<file path="config.mk">
export PLATFORM = sky130hd
export DESIGN_NAME = gbc_mac
export DESIGN_NICKNAME = d
export VERILOG_FILES = /design/src/design/gbc_pkg.sv /design/src/design/gbc_mac.sv
export SDC_FILE = /design/constraint.sdc
export NUM_CORES = 2
export LEC_CHECK = 0
export BUFFER_PORTS_ARGS = -buffer_cell sky130_fd_sc_hd__buf_4
export CAP_MARGIN = 20
export CORE_MARGIN = 10
export CORE_UTILIZATION = 41
export CTS_BUF_LIST = sky130_fd_sc_hd__clkbuf_8
export DETAILED_ROUTE_END_ITERATION = 6
export PLACE_DENSITY_LB_ADDON = 0.12
export SYNTH_ARGS = -nofsm -noshare
export SYNTH_HDL_FRONTEND = slang
export SYNTH_SLANG_ARGS = --single-unit
</file>
<file path="constraint.sdc">
create_clock -name aclk -period 22.1 [get_ports aclk]
set_input_delay 2.21 -clock aclk [delete_from_list [all_inputs] [get_ports aclk]]
set_output_delay 2.21 -clock aclk [all_outputs]
set_load 0.03 [all_outputs]
</file>
<file path="src/design/gbc_pkg.sv">
// Shared types and constants of the Gaussian naive Bayes classifier.
package gbc_pkg;

    localparam int VALUE_W  = 16;
    localparam int WEIGHT_W = 16;
    localparam int BIAS_W   = 32;
    localparam int LABEL_W  = 16;
    localparam int ACC_W    = 48;
    localparam int PROD_W   = 48;
    localparam int SCORE_W  = 50;
    localparam int ROUND_SHIFT = 12;

    localparam logic [ACC_W-1:0] ACC_MAX = {ACC_W{1'b1}};

    typedef enum logic [1:0] {
        FUNC_TABLE  = 2'd0,
        FUNC_BIAS   = 2'd1,
        FUNC_SAMPLE = 2'd2
    } func_t;

    typedef enum logic [1:0] {
        MAC_HOLD   = 2'd0,
        MAC_DIFF   = 2'd1,
        MAC_SQUARE = 2'd2,
        MAC_WEIGHT = 2'd3
    } mac_op_t;

    typedef struct packed {
        mac_op_t op;
    } mac_ctrl_t;

endpackage

</file>
<file path="src/design/gbc_mac.sv">
// Shared distance unit: difference, one multiplier used twice, rounding and saturating add.
module gbc_mac (
    input  logic                           aclk,
    input  gbc_pkg::mac_ctrl_t             ctrl,
    input  logic [gbc_pkg::VALUE_W-1:0]    sample,
    input  logic [gbc_pkg::VALUE_W-1:0]    mean,
    input  logic [gbc_pkg::WEIGHT_W-1:0]   weight,
    input  logic [gbc_pkg::ACC_W-1:0]      acc_in,
    output logic [gbc_pkg::ACC_W-1:0]      acc_out
);

    logic [gbc_pkg::VALUE_W-1:0]  ad_reg;
    logic [gbc_pkg::WEIGHT_W-1:0] w_reg;
    logic [gbc_pkg::PROD_W-1:0]   prod_reg;

    logic signed [gbc_pkg::VALUE_W:0] diff;
    logic [gbc_pkg::VALUE_W:0]        abs_diff;
    logic [31:0]                      mul_a;
    logic [15:0]                      mul_b;
    logic [gbc_pkg::PROD_W-1:0]       mul_p;
    logic [gbc_pkg::PROD_W:0]         rounded;
    logic [gbc_pkg::ACC_W:0]          sum;

    assign diff = $signed({sample[gbc_pkg::VALUE_W-1], sample})
                - $signed({mean[gbc_pkg::VALUE_W-1], mean});
    assign abs_diff = diff[gbc_pkg::VALUE_W] ? (gbc_pkg::VALUE_W+1)'(-diff)
                                             : (gbc_pkg::VALUE_W+1)'(diff);

    // The same multiplier first squares the difference, then scales by the weight.
    always_comb begin
        case (ctrl.op)
            gbc_pkg::MAC_SQUARE: begin
                mul_a = 32'(ad_reg);
                mul_b = 16'(ad_reg);
            end
            gbc_pkg::MAC_WEIGHT: begin
                mul_a = prod_reg[31:0];
                mul_b = 16'(w_reg);
            end
            default: begin
                mul_a = '0;
                mul_b = '0;
            end
        endcase
    end

    assign mul_p = gbc_pkg::PROD_W'(mul_a) * gbc_pkg::PROD_W'(mul_b);

    always_ff @(posedge aclk) begin
        case (ctrl.op)
            gbc_pkg::MAC_DIFF: begin
                ad_reg <= abs_diff[gbc_pkg::VALUE_W-1:0];
                w_reg  <= weight;
            end
            gbc_pkg::MAC_SQUARE: begin
                prod_reg <= mul_p;
            end
            gbc_pkg::MAC_WEIGHT: begin
                prod_reg <= mul_p;
            end
            default: begin
            end
        endcase
    end

    // Round half up from Q.28 to Q.16, then add with saturation.
    assign rounded = ({1'b0, prod_reg} + (gbc_pkg::PROD_W+1)'(2048))
                     >> gbc_pkg::ROUND_SHIFT;
    assign sum = {1'b0, acc_in} + rounded[gbc_pkg::ACC_W:0];
    assign acc_out = sum[gbc_pkg::ACC_W] ? gbc_pkg::ACC_MAX : sum[gbc_pkg::ACC_W-1:0];

endmodule

</file>
-- Word-level counts from Yosys, hierarchy flattened
Cells that the tools add are included.
- register bits: 80
- latch bits: 0
- RAM bits: 0
- bits in read-only memories: 0
- input bits: 99
- output and inout port bits: 48
- logic and storage cells: 16
- memories: 0
- add/sub/neg operators: 4
- multipliers: 1
- div/mod/pow operators: 0
- magnitude comparators: 0
- equality and inequality tests: 3
- shift-type cells: 0
- multiplexer cells: 4
- bitwise operators: 0
- reductions and logical operators: 1
- operator list (kind ; number):
    32-bit one-hot mux with 2 select lines ; 1
    48-bit by 12-bit adder with 49-bit output (second input constant) ; 1
    48-bit by 37-bit adder with 49-bit output ; 1
    32-bit by 16-bit multiplier with 48-bit output ; 1
    48-bit two-way mux ; 1
    16-bit one-hot mux with 2 select lines ; 1
    16-bit by 16-bit subtractor with 17-bit output ; 1
    16-bit two-way mux ; 1
    16-bit negator ; 1
    2-bit equality test (second input constant) ; 2
    2-bit by 1-bit equality test with 1-bit output (second input constant) ; 1
    2-bit OR reduction ; 1

-- Longest topological paths before layout
- depth after elaboration: 3
- gate-level depth with buffers: 31
- gate-level depth less buffers: 27

-- Least setup slack after synthesis
Ideal clock, no wire load.
- kind: input-to-reg
- start: in ctrl[0] (netlist name)
- end: reg prod_reg[41] (netlist name), data pin
- setup time: 263 ps
- arrival time: 8948 ps
- required time: 21837 ps
- slack: 12889 ps
- stages: 28
- buffers on the path: 6
- path through: clkbuf_1 -> clkbuf_1 -> clkbuf_1 -> clkbuf_1 -> and3_1 -> clkbuf_1 -> nand2_1 -> fa_1 -> fa_1 -> fa_1 -> inv_1 -> fa_1 -> fa_1 -> inv_1 -> fa_1 -> inv_1 -> ha_1 -> clkbuf_1 -> nand4_1 -> or2_2 -> o22ai_1 -> nor3_1 -> a21oi_1 -> a31oi_1 -> o21a_1 -> nor2b_1 -> a41oi_1 -> xnor2_1
- word-level cells in the longest chain between the ends: 3
- elaborated cells on any way between the ends: 5
- classes of those cells: mul (1); eq/ne (2); mux (2)
- ends and longest elaborated chain (what ; line ; source):
    start, declared ; gbc_mac.sv:4 ; input gbc_pkg::mac_ctrl_t ctrl,
    2-bit equality test ; gbc_mac.sv:31 ; case (ctrl.op)
    32-bit one-hot mux with 2 select lines or 16-bit one-hot mux with 2 select lines (tied branches) ; gbc_mac.sv:31 ;
    32-bit by 16-bit multiplier with 48-bit output (*) ; gbc_mac.sv:47 ; assign mul_p = gbc_pkg::PROD_W'(mul_a) * gbc_pkg::PROD_W'(mul_b);
    via mul_p, one bit ; gbc_mac.sv:20 ; logic [gbc_pkg::PROD_W-1:0] mul_p;
    end signal, assigned ; gbc_mac.sv:56 ; prod_reg <= mul_p;
    end signal, assigned ; gbc_mac.sv:59 ; prod_reg <= mul_p;
    end, declared ; gbc_mac.sv:14 ; logic [gbc_pkg::PROD_W-1:0] prod_reg;
The timed path passes the listed nets; every way through them passes the cells marked *.
A chain may end at the register's enable or synchronous reset.

-- Worst setup path after layout
Ends and elaborated chain as after synthesis.

==> results.txt <==
* Outcome: finished, final reports clean
- Die ar.: 65600 sq um
* DP HPWL: 57.9 mm
* Count of different cell masters after synthesis: 67
- Maximum number of pins on one net before global-route repair: 83
- Clock tree from TritonCTS: yes
- Simple-gate share of the synthesized area: 18.9%
- EDFF count, synth: 80
* Startpoint kind of the worst setup timing path: primary input
* Resized cells post-CTS: 0
- The tightest min-delay check is of the flop to flop type.
- Flip-flop count of the largest register after layout: 48
* Count of standard-cell rows: 86
- The worst hold path begins at w_reg[0].
- Arrival time of data at the critical path endpoint: 10.81 ns
* Leading cell type in the layout, fill and taps excluded: inv_1
* Seq/Total Area, Yosys: 10.5%
* Cell count after synthesis: 2751
- Buffers inserted to repair hold after CTS numbered 0.
- For flop-to-flop paths, the worst setup slack is 13.49 ns.
- Max-cap check violation count: 0
- CTS placed an instance of clkbuf_8 at the clock tree root.
* Number of H-tree levels: 3
- Launch instance of the worst register-to-register path: ad_reg[6]
* Final number of max-transition violations: 0
- The number of hold-slack violations in the final timing report was 0.
* Most frequent cells in the layout: 499 x inv_1, 494 x nand2_1, 420 x fa_1
- The sequential cells in the finished layout cover a total of 2400 sq um.
* Max-Slew Margin vs Limit: 45.1%
* Number of input and output port buffers inserted: 146
- The number of global-route vias before repair was 19600.
* Core area: 55200 sq um
* Total standard cell area after synthesis: 22900 sq um
- After synthesis, the mean cell area works out to 8.31 sq um.
- Yosys attributes the largest share of cell area to fa_1 37%, edfxtp_1 11%, ha_1 9.6%.
* Synth Area in Compound Gates: 8.62%
- Setup violation total in the final timing report: 0
* Area after DPL: 24600 sq um
- By startpoint and endpoint, the worst setup path is classified as primary input to flop.
* Total Routing Usage GR: 21.3%
* Yosys top cell area share: 36.8%
* First-pass GRT wire length: 110 mm
* Synthesized netlist net count: 3445
- Total gr overflow: 0
- Vias after detailed routing: 18600
- The clock net in this run drives a total of 80 sinks.
* Post-Synth XOR/XNOR Area: 5.10%
- IR drop worst, VDD: 95.2 uV
* TritonCTS buffer count: 9
* Peak fanout along the critical path: 66
- On the final layout, the worst clock skew is 0.0188 ns.
* Drt total wl: 70.2 mm
- First DRT Iteration DRCs: 1274
- Timing would allow up to 0.0939 GHz.
- Power spread over the standard cell area amounts to 74.5 nW/um^2.
- Data required time at the worst endpoint: 22.26 ns
* Die Width: 256 um
* Final-stage net count: 3505
* Least-Margin Pin Slew: 0.821 ns
- Post-CTS timing repair inserted 0 buffers for setup.
- Unrepaired setup endpoints after global routing: no
- Cells fill 45.0% of the core in the end.
* Per-cell routed wire length: 19.7 um
- The analysis attributes to cell leakage a power of 12.0 nW.
- Adding up every negative setup slack in the final design gives 0 ns.
- After clock tree synthesis, the clock-pin slew on the worst setup and hold paths is 0.11 ns.
* Average vias per placed instance: 5.21
- Combined area of the multi-input logic cells: 18100 sq um
- Routability-driven placement finished with a final weighted congestion of 0.939.
- Total power: 1.85 mW
- Number of inserted filler cells in the final layout: 5554
- Counting along the longest clock path gives a buffer depth of 2.
- The detail route stage leaves a number of antenna-violating nets equal to 0.
- Cell taking the most area after synthesis: fa_1
* Share of synthesized registers carrying an async set or reset: 0%
- Among all flip-flop cells after synthesis, the most frequent one is edfxtp_1.
- STA classifies the critical path endpoint as a flop.
* Number of DRC violations after detailed routing: 0
* Warning count from the yosys run: 0
- Mux contribution to synthesized area: 0.339%
- The later pin in the worst-skew pair is clocked with a latency of 0.42 ns.
- Relative to the synthesized area, the layout overhead comes to 8.59%.
* Post-route cell area: 24800 sq um
- Final worst path period need: 10.65 ns
- Adder-Cell Fraction of Synth Area: 46.4%
- The number of antenna violations at the first check in global routing was 1.
- After layout, the worst path uses 48.2% of the clock period.
- Largest family of logic cells by synthesized area: adder cells
- Number of iterations in the first detailed-routing pass: 5
* Ratio of cells with drive above 1 in the final layout: 7.21%
- Starting density of the core: 41.4%
* Source of the critical timing path: ctrl[0]
- The floorplan step set the die height to 256 um.
- Flip-flop and latch count after synthesis: 80
* Number of top-level pins: 147
==> through the flow <==
step	hold WS, ns	std cells	worst slack (ns)
floorplan	0.728	2751	12.89
global placement	0.843	3547	11.10
detailed placement	0.843	3548	11.04
CTS	0.866	3564	11.50
global route	0.964	3565	10.99
finish	0.862	3565	11.45
==> kinds of logic (layout without fill, tap and decap cells) <==
family                     Yosys count  after routing
AOI/OAI and AO/OA                  307            307
xor gates and xnor gates           133            133
adders and majority gates          595            595
buffers and inverters              616            681
DFF                                 80             80
muxes                                7              7
other                                0              1
and+or+nand+nor                   1013           1013
==> critical path, cell delays in order <==
cell and delay (ns):
buf_4 0.50, nand2b_1 0.28, nand2_1 0.23, nand2_1 0.66, buf_4 0.42, nor2_1 0.12
fa_1 0.55, inv_1 0.05, fa_1 0.52, fa_1 0.53, inv_1 0.05, fa_1 0.48
fa_1 0.55, inv_1 0.05, fa_1 0.52, inv_1 0.04, ha_1 0.35, nand2_1 0.08
a211oi_1 0.19, a21boi_0 0.66, o211ai_1 0.26, a21oi_1 0.51, a31oi_1 0.21, o21a_1 0.25
nor2b_1 0.17, a41oi_1 0.17, xnor2_1 0.16
==> routing by layer <==
layer | GRT usage [%] | vias up | share of wire [%]
met1 | 27.9 | 9162 | 44
met4 | 6.02 | 0 | 2.7
met5 | 0 | - | 0
li1 | - | 8650 | -
met3 | 4.23 | 100 | 6.9
met2 | 35.3 | 658 | 46
==> cells in the mapped netlist, drive strengths merged (4+ instances only) <==
cell type	number
a211o	5
a211oi	12
a21boi	6
a21o	45
a21oi	106
a31oi	9
and2	38
and3	32
and4	4
buf	7
clkbuf	110
edfxtp	80
fa	420
ha	175
inv	499
mux2	6
nand2	494
nand2b	29
nand3	55
nand4	25
nor2	285
nor2b	9
nor3	15
nor4	5
o211ai	6
o21a	14
o21ai	52
o21bai	17
or2	8
or3	5
xnor2	77
xor2	56
==> worst paths after layout <==
kind	depth (start not counted)	endpoint
setup / recovery	27	prod_reg[41]
hold / removal	4	prod_reg[0]
setup reg to reg	26	prod_reg[41]
hold reg to reg	4	prod_reg[0]
==> where the power goes <==
group	internal, mW	switching [mW]
Combinational	0.537	0.904
Sequential	0.233	0.0549
Clock	0.0548	0.0658
Total	0.825	1.02
==> cell type report <==
type	instances	area share [%]
clock buffers	9	0.499
inverters	499	7.55
multi-input cells	2055	73.1
diodes	1	0.0101
flip-flops and latches	80	9.68
well taps	748	3.77
repair buffers	166	5.05
clock inverters	7	0.348
(Power assumes the default switching activity.)
